`src/rtl/core/desrf_pkg.sv`:
```
// Shared constants, permutation tables and helper functions of the DES round unit.
`default_nettype none

package desrf_pkg;

  // Field and word widths
  localparam int ROUND_W  = 4;
  localparam int HALF_W   = 32;
  localparam int KEY_W    = 64;
  localparam int CD_W     = 56;
  localparam int HALF_CD_W = 28;
  localparam int SUBKEY_W = 48;
  localparam int NUM_SBOX = 8;
  localparam int CFG_IDX_W = 1;

  // Configuration register indexes
  localparam logic [CFG_IDX_W-1:0] CFG_CIPHER_KEY        = 1'd0;
  localparam logic [CFG_IDX_W-1:0] CFG_REVERSE_KEY_ORDER = 1'd1;

  // Tables use DES numbering: entry value 1 names the most significant bit
  localparam int E_TAB [SUBKEY_W] = '{
    32, 1, 2, 3, 4, 5, 4, 5, 6, 7, 8, 9, 8, 9, 10, 11, 12, 13,
    12, 13, 14, 15, 16, 17, 16, 17, 18, 19, 20, 21, 20, 21, 22, 23, 24, 25,
    24, 25, 26, 27, 28, 29, 28, 29, 30, 31, 32, 1};

  localparam int P_TAB [HALF_W] = '{
    16, 7, 20, 21, 29, 12, 28, 17, 1, 15, 23, 26, 5, 18, 31, 10,
    2, 8, 24, 14, 32, 27, 3, 9, 19, 13, 30, 6, 22, 11, 4, 25};

  localparam int PC1_TAB [CD_W] = '{
    57, 49, 41, 33, 25, 17, 9, 1, 58, 50, 42, 34, 26, 18,
    10, 2, 59, 51, 43, 35, 27, 19, 11, 3, 60, 52, 44, 36,
    63, 55, 47, 39, 31, 23, 15, 7, 62, 54, 46, 38, 30, 22,
    14, 6, 61, 53, 45, 37, 29, 21, 13, 5, 28, 20, 12, 4};

  localparam int PC2_TAB [SUBKEY_W] = '{
    14, 17, 11, 24, 1, 5, 3, 28, 15, 6, 21, 10,
    23, 19, 12, 4, 26, 8, 16, 7, 27, 20, 13, 2,
    41, 52, 31, 37, 47, 55, 30, 40, 51, 45, 33, 48,
    44, 49, 39, 56, 34, 53, 46, 42, 50, 36, 29, 32};

  // Total left rotation of C and D after each round (running sum of the shifts)
  localparam logic [4:0] ROT_CUM [16] = '{
    5'd1, 5'd2, 5'd4, 5'd6, 5'd8, 5'd10, 5'd12, 5'd14,
    5'd15, 5'd17, 5'd19, 5'd21, 5'd23, 5'd25, 5'd27, 5'd28};

  localparam logic [3:0] SBOX [NUM_SBOX][64] = '{
    '{4'd14, 4'd4, 4'd13, 4'd1, 4'd2, 4'd15, 4'd11, 4'd8,
      4'd3, 4'd10, 4'd6, 4'd12, 4'd5, 4'd9, 4'd0, 4'd7,
      4'd0, 4'd15, 4'd7, 4'd4, 4'd14, 4'd2, 4'd13, 4'd1,
      4'd10, 4'd6, 4'd12, 4'd11, 4'd9, 4'd5, 4'd3, 4'd8,
      4'd4, 4'd1, 4'd14, 4'd8, 4'd13, 4'd6, 4'd2, 4'd11,
      4'd15, 4'd12, 4'd9, 4'd7, 4'd3, 4'd10, 4'd5, 4'd0,
      4'd15, 4'd12, 4'd8, 4'd2, 4'd4, 4'd9, 4'd1, 4'd7,
      4'd5, 4'd11, 4'd3, 4'd14, 4'd10, 4'd0, 4'd6, 4'd13},
    '{4'd15, 4'd1, 4'd8, 4'd14, 4'd6, 4'd11, 4'd3, 4'd4,
      4'd9, 4'd7, 4'd2, 4'd13, 4'd12, 4'd0, 4'd5, 4'd10,
      4'd3, 4'd13, 4'd4, 4'd7, 4'd15, 4'd2, 4'd8, 4'd14,
      4'd12, 4'd0, 4'd1, 4'd10, 4'd6, 4'd9, 4'd11, 4'd5,
      4'd0, 4'd14, 4'd7, 4'd11, 4'd10, 4'd4, 4'd13, 4'd1,
      4'd5, 4'd8, 4'd12, 4'd6, 4'd9, 4'd3, 4'd2, 4'd15,
      4'd13, 4'd8, 4'd10, 4'd1, 4'd3, 4'd15, 4'd4, 4'd2,
      4'd11, 4'd6, 4'd7, 4'd12, 4'd0, 4'd5, 4'd14, 4'd9},
    '{4'd10, 4'd0, 4'd9, 4'd14, 4'd6, 4'd3, 4'd15, 4'd5,
      4'd1, 4'd13, 4'd12, 4'd7, 4'd11, 4'd4, 4'd2, 4'd8,
      4'd13, 4'd7, 4'd0, 4'd9, 4'd3, 4'd4, 4'd6, 4'd10,
      4'd2, 4'd8, 4'd5, 4'd14, 4'd12, 4'd11, 4'd15, 4'd1,
      4'd13, 4'd6, 4'd4, 4'd9, 4'd8, 4'd15, 4'd3, 4'd0,
      4'd11, 4'd1, 4'd2, 4'd12, 4'd5, 4'd10, 4'd14, 4'd7,
      4'd1, 4'd10, 4'd13, 4'd0, 4'd6, 4'd9, 4'd8, 4'd7,
      4'd4, 4'd15, 4'd14, 4'd3, 4'd11, 4'd5, 4'd2, 4'd12},
    '{4'd7, 4'd13, 4'd14, 4'd3, 4'd0, 4'd6, 4'd9, 4'd10,
      4'd1, 4'd2, 4'd8, 4'd5, 4'd11, 4'd12, 4'd4, 4'd15,
      4'd13, 4'd8, 4'd11, 4'd5, 4'd6, 4'd15, 4'd0, 4'd3,
      4'd4, 4'd7, 4'd2, 4'd12, 4'd1, 4'd10, 4'd14, 4'd9,
      4'd10, 4'd6, 4'd9, 4'd0, 4'd12, 4'd11, 4'd7, 4'd13,
      4'd15, 4'd1, 4'd3, 4'd14, 4'd5, 4'd2, 4'd8, 4'd4,
      4'd3, 4'd15, 4'd0, 4'd6, 4'd10, 4'd1, 4'd13, 4'd8,
      4'd9, 4'd4, 4'd5, 4'd11, 4'd12, 4'd7, 4'd2, 4'd14},
    '{4'd2, 4'd12, 4'd4, 4'd1, 4'd7, 4'd10, 4'd11, 4'd6,
      4'd8, 4'd5, 4'd3, 4'd15, 4'd13, 4'd0, 4'd14, 4'd9,
      4'd14, 4'd11, 4'd2, 4'd12, 4'd4, 4'd7, 4'd13, 4'd1,
      4'd5, 4'd0, 4'd15, 4'd10, 4'd3, 4'd9, 4'd8, 4'd6,
      4'd4, 4'd2, 4'd1, 4'd11, 4'd10, 4'd13, 4'd7, 4'd8,
      4'd15, 4'd9, 4'd12, 4'd5, 4'd6, 4'd3, 4'd0, 4'd14,
      4'd11, 4'd8, 4'd12, 4'd7, 4'd1, 4'd14, 4'd2, 4'd13,
      4'd6, 4'd15, 4'd0, 4'd9, 4'd10, 4'd4, 4'd5, 4'd3},
    '{4'd12, 4'd1, 4'd10, 4'd15, 4'd9, 4'd2, 4'd6, 4'd8,
      4'd0, 4'd13, 4'd3, 4'd4, 4'd14, 4'd7, 4'd5, 4'd11,
      4'd10, 4'd15, 4'd4, 4'd2, 4'd7, 4'd12, 4'd9, 4'd5,
      4'd6, 4'd1, 4'd13, 4'd14, 4'd0, 4'd11, 4'd3, 4'd8,
      4'd9, 4'd14, 4'd15, 4'd5, 4'd2, 4'd8, 4'd12, 4'd3,
      4'd7, 4'd0, 4'd4, 4'd10, 4'd1, 4'd13, 4'd11, 4'd6,
      4'd4, 4'd3, 4'd2, 4'd12, 4'd9, 4'd5, 4'd15, 4'd10,
      4'd11, 4'd14, 4'd1, 4'd7, 4'd6, 4'd0, 4'd8, 4'd13},
    '{4'd4, 4'd11, 4'd2, 4'd14, 4'd15, 4'd0, 4'd8, 4'd13,
      4'd3, 4'd12, 4'd9, 4'd7, 4'd5, 4'd10, 4'd6, 4'd1,
      4'd13, 4'd0, 4'd11, 4'd7, 4'd4, 4'd9, 4'd1, 4'd10,
      4'd14, 4'd3, 4'd5, 4'd12, 4'd2, 4'd15, 4'd8, 4'd6,
      4'd1, 4'd4, 4'd11, 4'd13, 4'd12, 4'd3, 4'd7, 4'd14,
      4'd10, 4'd15, 4'd6, 4'd8, 4'd0, 4'd5, 4'd9, 4'd2,
      4'd6, 4'd11, 4'd13, 4'd8, 4'd1, 4'd4, 4'd10, 4'd7,
      4'd9, 4'd5, 4'd0, 4'd15, 4'd14, 4'd2, 4'd3, 4'd12},
    '{4'd13, 4'd2, 4'd8, 4'd4, 4'd6, 4'd15, 4'd11, 4'd1,
      4'd10, 4'd9, 4'd3, 4'd14, 4'd5, 4'd0, 4'd12, 4'd7,
      4'd1, 4'd15, 4'd13, 4'd8, 4'd10, 4'd3, 4'd7, 4'd4,
      4'd12, 4'd5, 4'd6, 4'd11, 4'd0, 4'd14, 4'd9, 4'd2,
      4'd7, 4'd11, 4'd4, 4'd1, 4'd9, 4'd12, 4'd14, 4'd2,
      4'd0, 4'd6, 4'd10, 4'd13, 4'd15, 4'd3, 4'd5, 4'd8,
      4'd2, 4'd1, 4'd14, 4'd7, 4'd4, 4'd10, 4'd8, 4'd13,
      4'd15, 4'd12, 4'd9, 4'd0, 4'd3, 4'd5, 4'd6, 4'd11}};

  // Expand a right half to 48 bits
  function automatic logic [SUBKEY_W-1:0] e_expand(input logic [HALF_W-1:0] r);
    logic [SUBKEY_W-1:0] res;
    for (int i = 0; i < SUBKEY_W; i++) begin
      res[SUBKEY_W-1-i] = r[HALF_W-E_TAB[i]];
    end
    return res;
  endfunction

  // Apply the P permutation to the S-box outputs
  function automatic logic [HALF_W-1:0] p_permute(input logic [HALF_W-1:0] s);
    logic [HALF_W-1:0] res;
    for (int i = 0; i < HALF_W; i++) begin
      res[HALF_W-1-i] = s[HALF_W-P_TAB[i]];
    end
    return res;
  endfunction

  // Select the 56 key bits into C and D; parity bits drop out
  function automatic logic [CD_W-1:0] pc1_select(input logic [KEY_W-1:0] k);
    logic [CD_W-1:0] res;
    for (int i = 0; i < CD_W; i++) begin
      res[CD_W-1-i] = k[KEY_W-PC1_TAB[i]];
    end
    return res;
  endfunction

  // Compress rotated C and D to the 48-bit subkey
  function automatic logic [SUBKEY_W-1:0] pc2_select(input logic [CD_W-1:0] cd);
    logic [SUBKEY_W-1:0] res;
    for (int i = 0; i < SUBKEY_W; i++) begin
      res[SUBKEY_W-1-i] = cd[CD_W-PC2_TAB[i]];
    end
    return res;
  endfunction

  // Rotate a 28-bit half left by 1..28 places
  function automatic logic [HALF_CD_W-1:0] rotl28(input logic [HALF_CD_W-1:0] v,
                                                  input logic [4:0] amt);
    logic [CD_W-1:0] dbl;
    dbl = {v, v} << amt;
    return dbl[CD_W-1:HALF_CD_W];
  endfunction

endpackage

`default_nettype wire

```
`src/rtl/core/desrf_if.sv`:
```
// Valid/ready channel interfaces for the DES round unit input and result streams.
`default_nettype none

interface desrf_in_if;
  import desrf_pkg::*;

  logic               valid;
  logic               ready;
  logic [ROUND_W-1:0] round_index;
  logic [HALF_W-1:0]  right_half;

  modport source (output valid, round_index, right_half, input ready);
  modport sink   (input valid, round_index, right_half, output ready);
endinterface

interface desrf_out_if;
  import desrf_pkg::*;

  logic              valid;
  logic              ready;
  logic [HALF_W-1:0] round_output;

  modport source (output valid, round_output, input ready);
  modport sink   (input valid, round_output, output ready);
endinterface

`default_nettype wire

```
`src/rtl/core/desrf_sbox_perm.sv`:
```
// S-box substitution layer and P permutation of the DES f function.
`default_nettype none

module desrf_sbox_perm (
  input  logic [desrf_pkg::SUBKEY_W-1:0] mix_i,
  output logic [desrf_pkg::HALF_W-1:0]   f_o
);
  import desrf_pkg::*;

  logic [HALF_W-1:0] sub_out;

  // Look up each 6-bit group: row from the outer bits, column from the inner four
  always_comb begin
    logic [5:0] six;
    sub_out = '0;
    for (int g = 0; g < NUM_SBOX; g++) begin
      six = mix_i[SUBKEY_W-1-6*g -: 6];
      sub_out[HALF_W-1-4*g -: 4] = SBOX[g][{six[5], six[0], six[4:1]}];
    end
  end

  assign f_o = p_permute(sub_out);

endmodule

`default_nettype wire

```
`src/rtl/core/des_round_function_keyed_unit.sv`:
```
// Top level of the DES round function unit with on-the-fly key schedule.
// Throughput: one transaction per cycle while out_if is ready, through three
// register stages (key rotation and expansion, subkey mix, S-box and P into the
// output register).
// Reset clears the stage valid bits, the key (all zero) and reverse_key_order.
`default_nettype none

module des_round_function_keyed_unit (
  input  logic                            clk,
  input  logic                            rst_n,
  desrf_in_if.sink                        in_if,
  desrf_out_if.source                     out_if,
  input  logic                            cfg_we,
  input  logic [desrf_pkg::CFG_IDX_W-1:0] cfg_index,
  input  logic [desrf_pkg::KEY_W-1:0]     cfg_wdata
);
  import desrf_pkg::*;

  // Configuration: key kept in its PC-1 selected form
  logic [CD_W-1:0] key_cd_r;
  logic            rev_order_r;

  // Stage 1: rotated C/D and expanded right half
  logic                v1_r;
  logic [CD_W-1:0]     cd_rot_r;
  logic [SUBKEY_W-1:0] e_r;
  // Stage 2: expanded half mixed with the subkey
  logic                v2_r;
  logic [SUBKEY_W-1:0] mix_r;
  // Stage 3: result register
  logic                v3_r;
  logic [HALF_W-1:0]   f_r;

  logic                rdy1, rdy2, rdy3;
  logic [ROUND_W-1:0]  key_round;
  logic [CD_W-1:0]     cd_rot_nxt;
  logic [SUBKEY_W-1:0] mix_nxt;
  logic [HALF_W-1:0]   f_nxt;

  // A stage takes new data when empty or when its content moves on
  assign rdy3 = !v3_r || out_if.ready;
  assign rdy2 = !v2_r || rdy3;
  assign rdy1 = !v1_r || rdy2;
  assign in_if.ready = rdy1;

  // Write configuration registers
  always_ff @(posedge clk) begin
    if (!rst_n) begin
      key_cd_r    <= '0;
      rev_order_r <= 1'b0;
    end else if (cfg_we) begin
      case (cfg_index)
        CFG_CIPHER_KEY:        key_cd_r    <= pc1_select(cfg_wdata);
        CFG_REVERSE_KEY_ORDER: rev_order_r <= cfg_wdata[0];
        default:               ;
      endcase
    end
  end

  // Mirror the round for reverse order and rotate C and D to that round
  always_comb begin
    key_round  = rev_order_r ? ~in_if.round_index : in_if.round_index;
    cd_rot_nxt = {rotl28(key_cd_r[CD_W-1:HALF_CD_W], ROT_CUM[key_round]),
                  rotl28(key_cd_r[HALF_CD_W-1:0], ROT_CUM[key_round])};
  end

  assign mix_nxt = e_r ^ pc2_select(cd_rot_r);

  desrf_sbox_perm u_sbox_perm (
    .mix_i (mix_r),
    .f_o   (f_nxt)
  );

  // Advance the valid bits
  always_ff @(posedge clk) begin
    if (!rst_n) begin
      v1_r <= 1'b0;
      v2_r <= 1'b0;
      v3_r <= 1'b0;
    end else begin
      if (rdy1) begin
        v1_r <= in_if.valid;
      end
      if (rdy2) begin
        v2_r <= v1_r;
      end
      if (rdy3) begin
        v3_r <= v2_r;
      end
    end
  end

  // Advance the payload; hold it while the next stage is stalled
  always_ff @(posedge clk) begin
    if (rdy1 && in_if.valid) begin
      cd_rot_r <= cd_rot_nxt;
      e_r      <= e_expand(in_if.right_half);
    end
    if (rdy2 && v1_r) begin
      mix_r <= mix_nxt;
    end
    if (rdy3 && v2_r) begin
      f_r <= f_nxt;
    end
  end

  assign out_if.valid        = v3_r;
  assign out_if.round_output = f_r;

endmodule

`default_nettype wire
```
`src/flat_wrapper.sv`:
```
// flat-port wrapper written by rule: the top's interface ports become plain ports
module des_round_function_keyed_unit_flat import desrf_pkg::*;
  (clk, rst_n, cfg_we, cfg_index, cfg_wdata, in_if_valid, in_if_round_index, in_if_right_half, in_if_ready, out_if_valid, out_if_round_output, out_if_ready);
  desrf_in_if in_if_i ();
  desrf_out_if out_if_i ();
  input  logic clk;
  input  logic rst_n;
  input  logic cfg_we;
  input  logic [desrf_pkg::CFG_IDX_W-1:0] cfg_index;
  input  logic [desrf_pkg::KEY_W-1:0] cfg_wdata;
  input wire logic [$bits(in_if_i.valid)-1:0] in_if_valid;
  input wire logic [$bits(in_if_i.round_index)-1:0] in_if_round_index;
  input wire logic [$bits(in_if_i.right_half)-1:0] in_if_right_half;
  output wire logic [$bits(in_if_i.ready)-1:0] in_if_ready;
  output wire logic [$bits(out_if_i.valid)-1:0] out_if_valid;
  output wire logic [$bits(out_if_i.round_output)-1:0] out_if_round_output;
  input wire logic [$bits(out_if_i.ready)-1:0] out_if_ready;
  assign in_if_i.valid = in_if_valid;
  assign in_if_i.round_index = in_if_round_index;
  assign in_if_i.right_half = in_if_right_half;
  assign in_if_ready = in_if_i.ready;
  assign out_if_valid = out_if_i.valid;
  assign out_if_round_output = out_if_i.round_output;
  assign out_if_i.ready = out_if_ready;
  des_round_function_keyed_unit u_core (.clk(clk), .rst_n(rst_n), .in_if(in_if_i), .out_if(out_if_i), .cfg_we(cfg_we), .cfg_index(cfg_index), .cfg_wdata(cfg_wdata));
endmodule
```
`config.mk`:
```
export PLATFORM = sky130hd
export DESIGN_NAME = des_round_function_keyed_unit_flat
export DESIGN_NICKNAME = d
export VERILOG_FILES = /design/src/rtl/core/desrf_pkg.sv /design/src/rtl/core/desrf_if.sv /design/src/rtl/core/desrf_sbox_perm.sv /design/src/rtl/core/des_round_function_keyed_unit.sv /design/src/flat_wrapper.sv
export SDC_FILE = /design/constraint.sdc
export NUM_CORES = 1
export LEC_CHECK = 0
export ABC_AREA = 1
export BUFFER_PORTS_ARGS = -buffer_cell sky130_fd_sc_hd__buf_2
export CAP_MARGIN = 20
export CORE_MARGIN = 5
export CORE_UTILIZATION = 60
export CTS_CLUSTER_DIAMETER = 60
export DETAILED_ROUTE_END_ITERATION = 12
export GPL_TIMING_DRIVEN = 0
export PLACE_DENSITY = 0.81
export SYNTH_ARGS = -nofsm -noshare
export SYNTH_HDL_FRONTEND = slang
export SYNTH_SLANG_ARGS = --single-unit
```
`constraint.sdc`:
```
create_clock -name clk -period 3.8 [get_ports clk]
set_input_delay 1.14 -clock clk [delete_from_list [all_inputs] [get_ports clk]]
set_output_delay 1.14 -clock clk [all_outputs]
set_load 0.005 [all_outputs]
```
# --- After elaboration in Yosys (flattened, before gate mapping) ---
# Memories as Yosys holds them, arrays and structs flattened. A register that Yosys moved wholly into a read port is not among the register bits.
# Cells that the tools add are included.
classes:
  n_mux: 3
  n_reduce_logical: 11
  shift: 2
  order_cmp: 1
  bitwise_logic: 12
op_table:
  columns: ["operator", "count"]
  rows:
  - ["$shl 56x5->56", 2]
  - ["$not 6->7", 8]
  - ["$xor 48x48->48", 1]
  - ["$mux 5", 2]
  - ["$ge 5x5->1 const B", 1]
  - ["$not 4->5", 1]
  - ["$mux 4", 1]
  - ["$not 4->4", 1]
  - ["$reduce_and 2->1", 2]
  - ["$logic_and 1x1->1", 3]
  - ["$logic_not 1->1", 3]
  - ["$logic_or 1x1->1", 3]
  - ["$not 1->1", 1]
word_totals:
  romBits: 2128
  n_memories: 9
  register_bits: 212
  input_bits: 106
  output_inout_bits: 34
memory_table:
  columns: ["memory", "words", "width", "read_ports", "rd_clocked_by_memory_dff", "write_ports", "line_no", "rtl"]
  rows:
  - ["(name not given)", 64, 4, 1, 1, 0, "desrf_sbox_perm.sv:18", "sub_out[HALF_W-1-4*g -: 4] = SBOX[g][{six[5], six[0], six[4:1]}];"]
  - ["(name not given)", 64, 4, 1, 1, 0, "desrf_sbox_perm.sv:18", null]
  - ["(name not given)", 64, 4, 1, 1, 0, "desrf_sbox_perm.sv:18", null]
  - ["(name not given)", 64, 4, 1, 1, 0, "desrf_sbox_perm.sv:18", null]
  - ["(name not given)", 64, 4, 1, 1, 0, "desrf_sbox_perm.sv:18", null]
  - ["(name not given)", 64, 4, 1, 1, 0, "desrf_sbox_perm.sv:18", null]
  - ["+3 memories", null, null, null, null, null, null, null]

# --- Depth between registers and ports, before layout ---
# Gate-level depths: netlist of run 1.
logic_depth:
  word_depth: 7
  depth_mapped: 17
  depth_no_buf: 15

# --- Modules after synthesis ---
# Synthesis of run 1 repeated with hierarchy kept, for this count alone.
unflattened:
  hier_cells: 2064
  hier_area_um2: 15133.3
modules_own_cells:
  columns: ["mod", "instances", "area_per_inst_um2", "cells_each"]
  rows:
  - ["des_round_function_keyed_unit", 1, 10787.8, 1213]
  - ["desrf_sbox_perm", 1, 4345.4, 851]

# --- Worst setup path before layout of run 1 ---
# OpenSTA, ideal clock, no wires.
synth_timing:
  path_type: "input port to flip-flop"
  start: "in out_if_ready"
  end: "reg u_core.cd_rot_r[0] (enable)"
  path_slack_ns: 0.351
  path_stages: 6
  t_arrival_ns: 3.015
  required_time_ns: 3.366
  n_path_buf: 0
  cell_sequence: "inv_1 nand2_1 nor2_1 nand2_1 nand2_1 inv_1"
synth_between:
  elab_chain_cells: 4
synth_rtl:
  columns: ["item", "line_no", "rtl"]
  rows:
  - ["start: declaration", "flat_wrapper.sv:17", "input wire logic [$bits(out_if_i.ready)-1:0] out_if_ready;"]
  - ["$logic_or 1x1->1", "des_round_function_keyed_unit.sv:41", "assign rdy3 = !v3_r || out_if.ready;"]
  - ["$logic_or 1x1->1", "des_round_function_keyed_unit.sv:42", "assign rdy2 = !v2_r || rdy3;"]
  - ["$logic_or 1x1->1", "des_round_function_keyed_unit.sv:43", "assign rdy1 = !v1_r || rdy2;"]
  - ["net in_if_ready", "flat_wrapper.sv:14", "output wire logic [$bits(in_if_i.ready)-1:0] in_if_ready;"]
  - ["$logic_and 1x1->1", "des_round_function_keyed_unit.sv:95", "if (rdy1 && in_if.valid) begin"]
  - ["end signal: assignment", "des_round_function_keyed_unit.sv:96", "cd_rot_r <= cd_rot_nxt;"]
  - ["end: declaration", "des_round_function_keyed_unit.sv:25", "logic [CD_W-1:0] cd_rot_r;"]
# The timed path passes the listed nets, and every way through them passes these cells.
# A chain may end at the register's enable or synchronous reset.

# --- Worst setup path after layout of run 1 ---
layout_timing:
  start: "in in_if_round_index[1]"
  end: "reg u_core.cd_rot_r[15], data pin"
layout_between:
  elab_chain_cells: 7
layout_rtl:
  columns: ["item", "line_no", "rtl"]
  rows:
  - ["start: declaration", "flat_wrapper.sv:12", "input wire logic [$bits(in_if_i.round_index)-1:0] in_if_round_index;"]
  - ["$not 4->4", "des_round_function_keyed_unit.sv:62", "key_round = rev_order_r ? ~in_if.round_index : in_if.round_index;"]
  - ["$mux 4 (*)", "des_round_function_keyed_unit.sv:62", null]
  - ["$not 4->5 (not written as such) (*)", "des_round_function_keyed_unit.sv:64", "rotl28(key_cd_r[HALF_CD_W-1:0], ROT_CUM[key_round])};"]
  - ["$mem_v2 16x5 (*)", null, null]
  - ["$mux 5 (*) (2 in a row)", null, null]
  - ["$shl 56x5->56 (*)", "desrf_pkg.sv:153", "dbl = {v, v} << amt;"]
  - ["net u_core.cd_rot_nxt[15]", "des_round_function_keyed_unit.sv:36", "logic [CD_W-1:0] cd_rot_nxt;"]
# The timed path passes the listed nets; every way through them passes the cells marked *. The select of a mux whose other input is x is not followed.

==> out/metrics.yaml, run 1 <==
placed_design:
  dp_cells: 2418
  hpwlAfterDp_um: 35800
  pre_cts_ws_ns: 0.252
  globalplace.congestion: 1.05
  io_buffers: 131
clock_tree:
  numCtsBuffers: 25
  htreeDepth: 1
  clockBufferDepth: 3
  post-cts-setup-buffers: 0
  cts_tree: "yes"
  cts_resized: 0
  clk_pin_slew_worst_paths_ns: 0.06
  cts_hold_buf: 0
  clk_latency_ns: 0.53
  clockRootBuffer: "clkbuf_16"
  cts.sinks: 220
grt:
  grt_pass1_wl_um: 74500
  antenna_found_initial: 0
  grt_usage: 0.325
  grt-ovfl-total: 0
  grt_pass1_vias: 14250
  grt_max_degree: 80
logic_synthesis:
  ys_types: 44
  async_flop_share: 0
  synth_edf_count: 160
  synth_seq_cells: 220
  synth.avg_cell_area_um2: 7.54
  synth-main-ff-cell: "edfxtp_1"
  syn_area_mm2: 0.0148
  syn_nets: 2129
  ys_warn_count: 0
  yosysSeqAreaShare: 0.406
  synthCells: 1960
timing:
  fmax_mhz: 322
  maxSlewViolCount: 0
  fin_worst_skew_ns: 0.0157
  finalWorstSetupSlack_ns: 0.694
  finalCritPeriodShare: 0.817
  fin_tns_setup_ns: 0
  setup_viol: 0
  whs_ns: 0.486
  tightest_slew_ns: 0.769
  rsz0062_at_grt: "no"
  slew_headroom: 0.487
  finalCriticalPeriod_ns: 3.11
  finalHoldViolCount: 0
detailed_routing:
  wl_per_cell_um: 19.1
  drtAntennaViolNets: 0
  remaining_drc_errors: 0
  wirelength_um: 47000
  vias: 15382
  routed_via_density: 6.25
  first_pass_iters: 9
  drt-initial-drc-count: 2158
layout:
  final_cell_mix: "490 x nand3_1, 401 x nand2_1, 167 x o21ai_0, 160 x edfxtp_1, 159 x nor2_1"
  multi_input_area_mm2: 0.00787
  stdcell_count: 2463
  syn_to_final_growth_pct: 13.8
  nFillCells: 1962
  diodes: 0
  final_common_cell: "nand3_1"
  fin_nets: 2290
  layout-drive-gt1-share: 0.109
  regArea_mm2: 0.00601
floorplanning:
  die_height_um: 167
  core_mm2: 0.0243
  rows: 57
  dieArea_mm2: 0.0279
  start_util: 0.608
  io_pins: 140
  die-width_um: 167
worst_setup_path:
  startpoint_type: "input pin"
  critPathCaptureType: "register"
  crit_type: "in -> reg"
  crit_required_ns: 4.04
  arrival_ns: 3.35
  crit_fanout: 10
power_and_ir_drop:
  vdd_drop_max_v: 0.000438
  power.leakage_uw: 0.00739
  power.total_uw: 8580
  p_per_area_mw_per_mm2: 510
hold_path:
  hold_class: "reg -> reg"
run_status:
  outcome: "finished, final reports clean"
run:
  maxCapViolations: 0
==> Yosys cell counts, types with 8 or more instances <==
| master | n | area (um^2) |
|---|---|---|
| inv_1 | 102 | 383 |
| clkbuf_1 | 75 | 282 |
| o311ai_0 | 8 | 70.1 |
| nand3_1 | 490 | 2450 |
| dfxtp_1 | 60 | 1200 |
| ha_1 | 63 | 788 |
| o21ai_0 | 167 | 836 |
| a31oi_1 | 19 | 119 |
| or2_2 | 8 | 50.1 |
| a21oi_1 | 67 | 335 |
| edfxtp_1 | 160 | 4800 |
| nand2_1 | 401 | 1510 |
| nor2_1 | 159 | 597 |
| buf_2 | 27 | 135 |
| xor2_1 | 50 | 438 |
| o211ai_1 | 29 | 218 |
==> sequential cells by signal, indices dropped and copies added (netlist names) <==
register and cells:
u_core.v1_r 1, u_core.key_cd_r 56, u_core.e_r 32, u_core.mix_r 48, u_core.v2_r 1, u_core.out_if.valid 1
u_core.out_if.round_output 32, u_core.cd_rot_r 48, u_core.rev_order_r 1
==> worst max-delay path, cell delays in order <==
cell and delay [ns]:
buf_2 0.10, inv_1 0.07, nand2_1 0.07, nand2_1 0.07
nand3_2 0.12, nand2_1 0.24, o21ai_4 0.45, clkbuf_1 0.58
nand3_1 0.23, nand3_1 0.13, nand2_1 0.13
==> final timing paths <==
| kind | start | endpoint | slack [ns] | cells after the start |
|---|---|---|---|---|
| worst max-delay path | in_if_round_index[1] | u_core.cd_rot_r[15] | 0.69 | 11 |
| worst min-delay path | u_core.key_cd_r[54] | u_core.key_cd_r[54] | 0.49 | 2 |
| worst max register to register | u_core.rev_order_r | u_core.cd_rot_r[15] | 0.88 | 11 |
| worst min register to register | u_core.key_cd_r[54] | u_core.key_cd_r[54] | 0.49 | 2 |
==> report_power, final <==
| group | internal [uW] | switching (uW) |
|---|---|---|
| Clock | 1560 | 1040 |
| Combinational | 886 | 1960 |
| Sequential | 2950 | 185 |
| Total | 5400 | 3180 |
==> final cells by class <==
class                   count  area share
clock buffers              29      0.0419
well taps                 324      0.0241
inverters                 113      0.0255
repair buffers            134      0.0430
clock inverters            16      0.0117
flip-flops and latches    220       0.357
multi-input cells        1513       0.468
plain buffers             114      0.0292
==> logic make-up (layout without fill, tap and decap cells) <==
kind of cell / Yosys count / in the layout / synth area share
XOR/XNOR: 53 / 53 / 0.0332
adder cells (fa/ha/maj): 63 / 63 / 0.0533
buffers and inverters: 227 / 406 / 0.0621
AO/OA/AOI/OAI: 330 / 330 / 0.130
flip-flops: 220 / 220 / 0.406
AND/OR/NAND/NOR: 1067 / 1067 / 0.316
==> per-stage QoR <==
step                instance area, um^2  utilization
finish                            16800        0.692
global route                      16800        0.692
detailed placement                15900        0.655
global placement                  15800        0.652
floorplan                         14800            -
CTS                               16800        0.692
==> metal layers <==
layer / global-route usage / routed length [um] / up-vias
met3: 0.0457 / 4930 / 189
met2: 0.528 / 21100 / 1065
met4: 0.114 / 1940 / 0
met1: 0.449 / 19000 / 6951
met5: 0 / 0 / -
li1: - / - / 7177
Note: power is estimated with default switching activity, not from simulation.
==> inputs of run 2 (changes only) <==
--- a/config.mk
+++ b/config.mk
@@ -5,7 +5,7 @@
 export SDC_FILE = /design/constraint.sdc
 export NUM_CORES = 1
 export LEC_CHECK = 0
-export ABC_AREA = 1
+export ABC_AREA = 0
 export BUFFER_PORTS_ARGS = -buffer_cell sky130_fd_sc_hd__buf_2
 export CAP_MARGIN = 20
 export CORE_MARGIN = 5
@@ -13,7 +13,7 @@
 export CTS_CLUSTER_DIAMETER = 60
 export DETAILED_ROUTE_END_ITERATION = 12
 export GPL_TIMING_DRIVEN = 0
-export PLACE_DENSITY = 0.81
+export PLACE_DENSITY = 0.8
 export SYNTH_ARGS = -nofsm -noshare
 export SYNTH_HDL_FRONTEND = slang
 export SYNTH_SLANG_ARGS = --single-unit
==> constraint.sdc (replaced) <==
create_clock -name clk -period 3.19 [get_ports clk]
set_input_delay 0.957 -clock clk [delete_from_list [all_inputs] [get_ports clk]]
set_output_delay 0.957 -clock clk [all_outputs]
set_load 0.005 [all_outputs]
==> run 2 against run 1 <==
Die area rose by 3.5%. Worst hold slack got worse by 0.0012 ns. Sequential power rose by 12%. Combinational power fell by 27%. Utilization rose by 0.26 points. Highest routed layer unchanged.
==> out/metrics.yaml, run 2 <==
run_status:
  outcome: "finished, final reports clean"
logic_synthesis:
  yosys-top-cells-count: "208 x nand2_1, 167 x mux2i_1, 160 x edfxtp_1, 113 x o21ai_0, 97 x a21oi_1"
  synth_top_area_cell: "edfxtp_1"
  synth_seq_cells: 220
  syn_nets: 1716
  yosys-top-cells-area: "edfxtp_1 31%, mux2i_1 11%, dfxtp_1 7.8%"
  synth.avg_cell_area_um2: 9.91
  yosysMostFrequentCell: "nand2_1"
  yosysSeqAreaShare: 0.392
  ys_types: 74
  synth-main-ff-cell: "edfxtp_1"
  async_flop_share: 0
  synth_edf_count: 160
  synthCells: 1547
  ys_warn_count: 0
  syn_area_mm2: 0.0153
  yosys.area.top_type_share: 0.313
grt:
  grt-ovfl-total: 0
  grt_max_degree: 32
  grt_pass1_vias: 12306
  grt_usage: 0.268
  antenna_found_initial: 1
  grt_pass1_wl_um: 63700
placed_design:
  dp_cells: 2012
  hpwlAfterDp_um: 29200
  dpl-instance-area_mm2: 0.0166
  globalplace.congestion: 1.01
  io_buffers: 129
worst_setup_path:
  cp_slowest_stage_delay_ns: 0.54
  crit_path_top_delay_cell: "xnor2_2"
  critPathCaptureType: "register"
  startpoint_type: "input pin"
  reg2reg_setup_slack_ns: 0.30
  setup.worst_path.start: "in_if_round_index[3]"
  reg2reg_from: "u_core.rev_order_r"
  arrival_ns: 3.36
  crit_type: "in -> reg"
  crit_cells: 8
  critical-path-top-delay-family: "buffers and inverters"
  crit_fanout: 10
  worstReg2RegEnd: "u_core.cd_rot_r[25]"
  critPathBufInv: 3
  path_cells: "buf_2, buf_2, maj3_1, xnor2_2, buf_4, mux2_2, mux2i_1, o21ai_0"
  worstRegToRegCells: 9
  cp-endpoint: "u_core.cd_rot_r[42]"
  crit_required_ns: 3.41
  crit_top_cell: "buf_2"
floorplanning:
  io_pins: 140
  die_height_um: 170
  start_util: 0.609
  die-width_um: 170
  core_mm2: 0.0252
  dieArea_mm2: 0.0288
  rows: 58
detailed_routing:
  wirelength_um: 39500
  drtAntennaViolNets: 0
  first_pass_iters: 7
  drt-initial-drc-count: 1586
  vias: 12567
  remaining_drc_errors: 0
  wl_per_cell_um: 19.2
  routed_via_density: 6.10
timing:
  fin_worst_skew_ns: 0.0163
  rsz0062_at_grt: "yes"
  finalCriticalPeriod_ns: 3.14
  finalHoldViolCount: 0
  finalCritPeriodShare: 0.985
  fmax_mhz: 318
  setup_viol: 0
  tightest_slew_ns: 0.768
  maxSlewViolCount: 0
  slew_headroom: 0.487
power_and_ir_drop:
  p_sw_frac: 0.297
  seq_power_share: 0.407
  power.leakage_uw: 0.00695
  p_sw_uw: 2570
  power.internal_uw: 6080
  comb_power_share: 0.240
  pwr-share-clk: 0.353
  p_per_area_mw_per_mm2: 495
  vdd_drop_max_v: 0.000413
layout:
  nFillCells: 1911
  syn_to_final_growth_pct: 14.1
  design_area_mm2: 0.0175
  stdcell_count: 2060
  final_common_cell: "nand2_1"
  reg_top3: "u_core.key_cd_r x56, u_core.cd_rot_r x48, u_core.mix_r x48"
  fin_nets: 1879
  largest_reg_flops: 56
  largest_register: "u_core.key_cd_r"
  layout-drive-gt1-share: 0.171
  final_cell_mix: "208 x nand2_1, 167 x mux2i_1, 160 x edfxtp_1, 148 x buf_2, 113 x o21ai_0"
clock_tree:
  clk_latency_ns: 0.53
  numCtsBuffers: 26
  clk_pin_slew_worst_paths_ns: 0.06
  htreeDepth: 1
  clockRootBuffer: "clkbuf_16"
  cts.sinks: 220
  post-cts-setup-buffers: 0
  cts_tree: "yes"
  clockBufferDepth: 3
run:
  maxCapViolations: 0
hold_path:
  hold_class: "reg -> reg"
[run 2: changes by cell type after synthesis, moves of 33 or more]
cell      before  now
mux2i_1        0  167
inv_1        102   41
mux4_2         0   35
a21boi_0       0   63
nor2_1       159   80
mux2_2         0   33
o21ai_0      167  113
nand3_1      490   14
nand2_1      401  208
[run 2: metrics by stage]
step                 util  hold slack [ns]  worst slack [ns]  TNS, ns  power [uW]
global route        0.695            0.505           -0.0387  -0.0887        9030
CTS                 0.694            0.486            0.0945        0        8670
finish              0.695            0.484            0.0492        0        8660
detailed placement  0.659            0.478            -0.456   -15.68        5600
global placement    0.653            0.472            -0.729   -85.03        5540
floorplan               -            0.456           -0.0293  -0.0893        5030
[run 2: final cells by class]
class                   count  area (um^2)  area share
diodes                      1         2.50    0.000143
plain buffers             127          597      0.0341
clock buffers              32          716      0.0409
clock inverters            15          176      0.0101
inverters                  42          158     0.00901
multi-input cells        1158         8640       0.494
flip-flops and latches    220         6010       0.343
well taps                 330          413      0.0236
repair buffers            135          781      0.0446
[run 2: logic make-up after synthesis]
kind of cell	Yosys count	share of synthesized area
flops	220	0.392
simple gates	364	0.100
compound gates	418	0.175
fa+ha+maj	64	0.0521
mux	238	0.189
buf+inv	169	0.0477
xor+xnor	74	0.0440
[run 2: power groups by stage]
stage | clock (uW) | combinational [uW] | sequential (uW)
3_3_place_gp | 0 | 1960 | 3580
4_1_cts | 3110 | 2040 | 3520
3_5_place_dp | 0 | 2020 | 3580
5_1_grt | 3230 | 2260 | 3540
6_report | 3060 | 2070 | 3520
2_1_floorplan | 0 | 1500 | 3530
[run 2: worst min path at each step]
stage,from,end,slack [ns],cells past startpoint
2_1_floorplan,u_core.key_cd_r[21],u_core.key_cd_r[21],0.46,2
3_3_place_gp,u_core.key_cd_r[52],u_core.key_cd_r[52],0.47,2
3_5_place_dp,u_core.key_cd_r[43],u_core.key_cd_r[43],0.48,2
4_1_cts,u_core.key_cd_r[43],u_core.key_cd_r[43],0.49,2
5_1_grt,u_core.key_cd_r[27],u_core.key_cd_r[27],0.51,2
6_report,u_core.key_cd_r[42],u_core.key_cd_r[42],0.48,2
[run 2: what timing repair did]
item | 4_1_cts | 5_1_grt
hold buffers | 0 | 0
endpoints found under the hold margin | 0 | 0
gates resized for setup | 0 | 5
endpoints found under the setup margin | 0 | 9
[run 2: routing by layer]
metal / up-vias / GRT usage / wire length, um
met5: - / 0 / 0
met4: 0 / 0.0956 / 1460
met3: 107 / 0.0369 / 2700
met2: 576 / 0.456 / 19100
met1: 5887 / 0.353 / 16300
li1: 5997 / - / -
[run 2: worst register-to-register path, cell delays in order, from the launching register on]
cell and delay [ns]:
dfxtp_1 0.37, nor2b_1 0.20, a22oi_4 0.21, and2_1 0.15
buf_2 0.18, buf_2 0.34, mux2i_1 0.47, mux2i_1 0.16
mux2_2 0.30, o2bb2ai_1 0.30
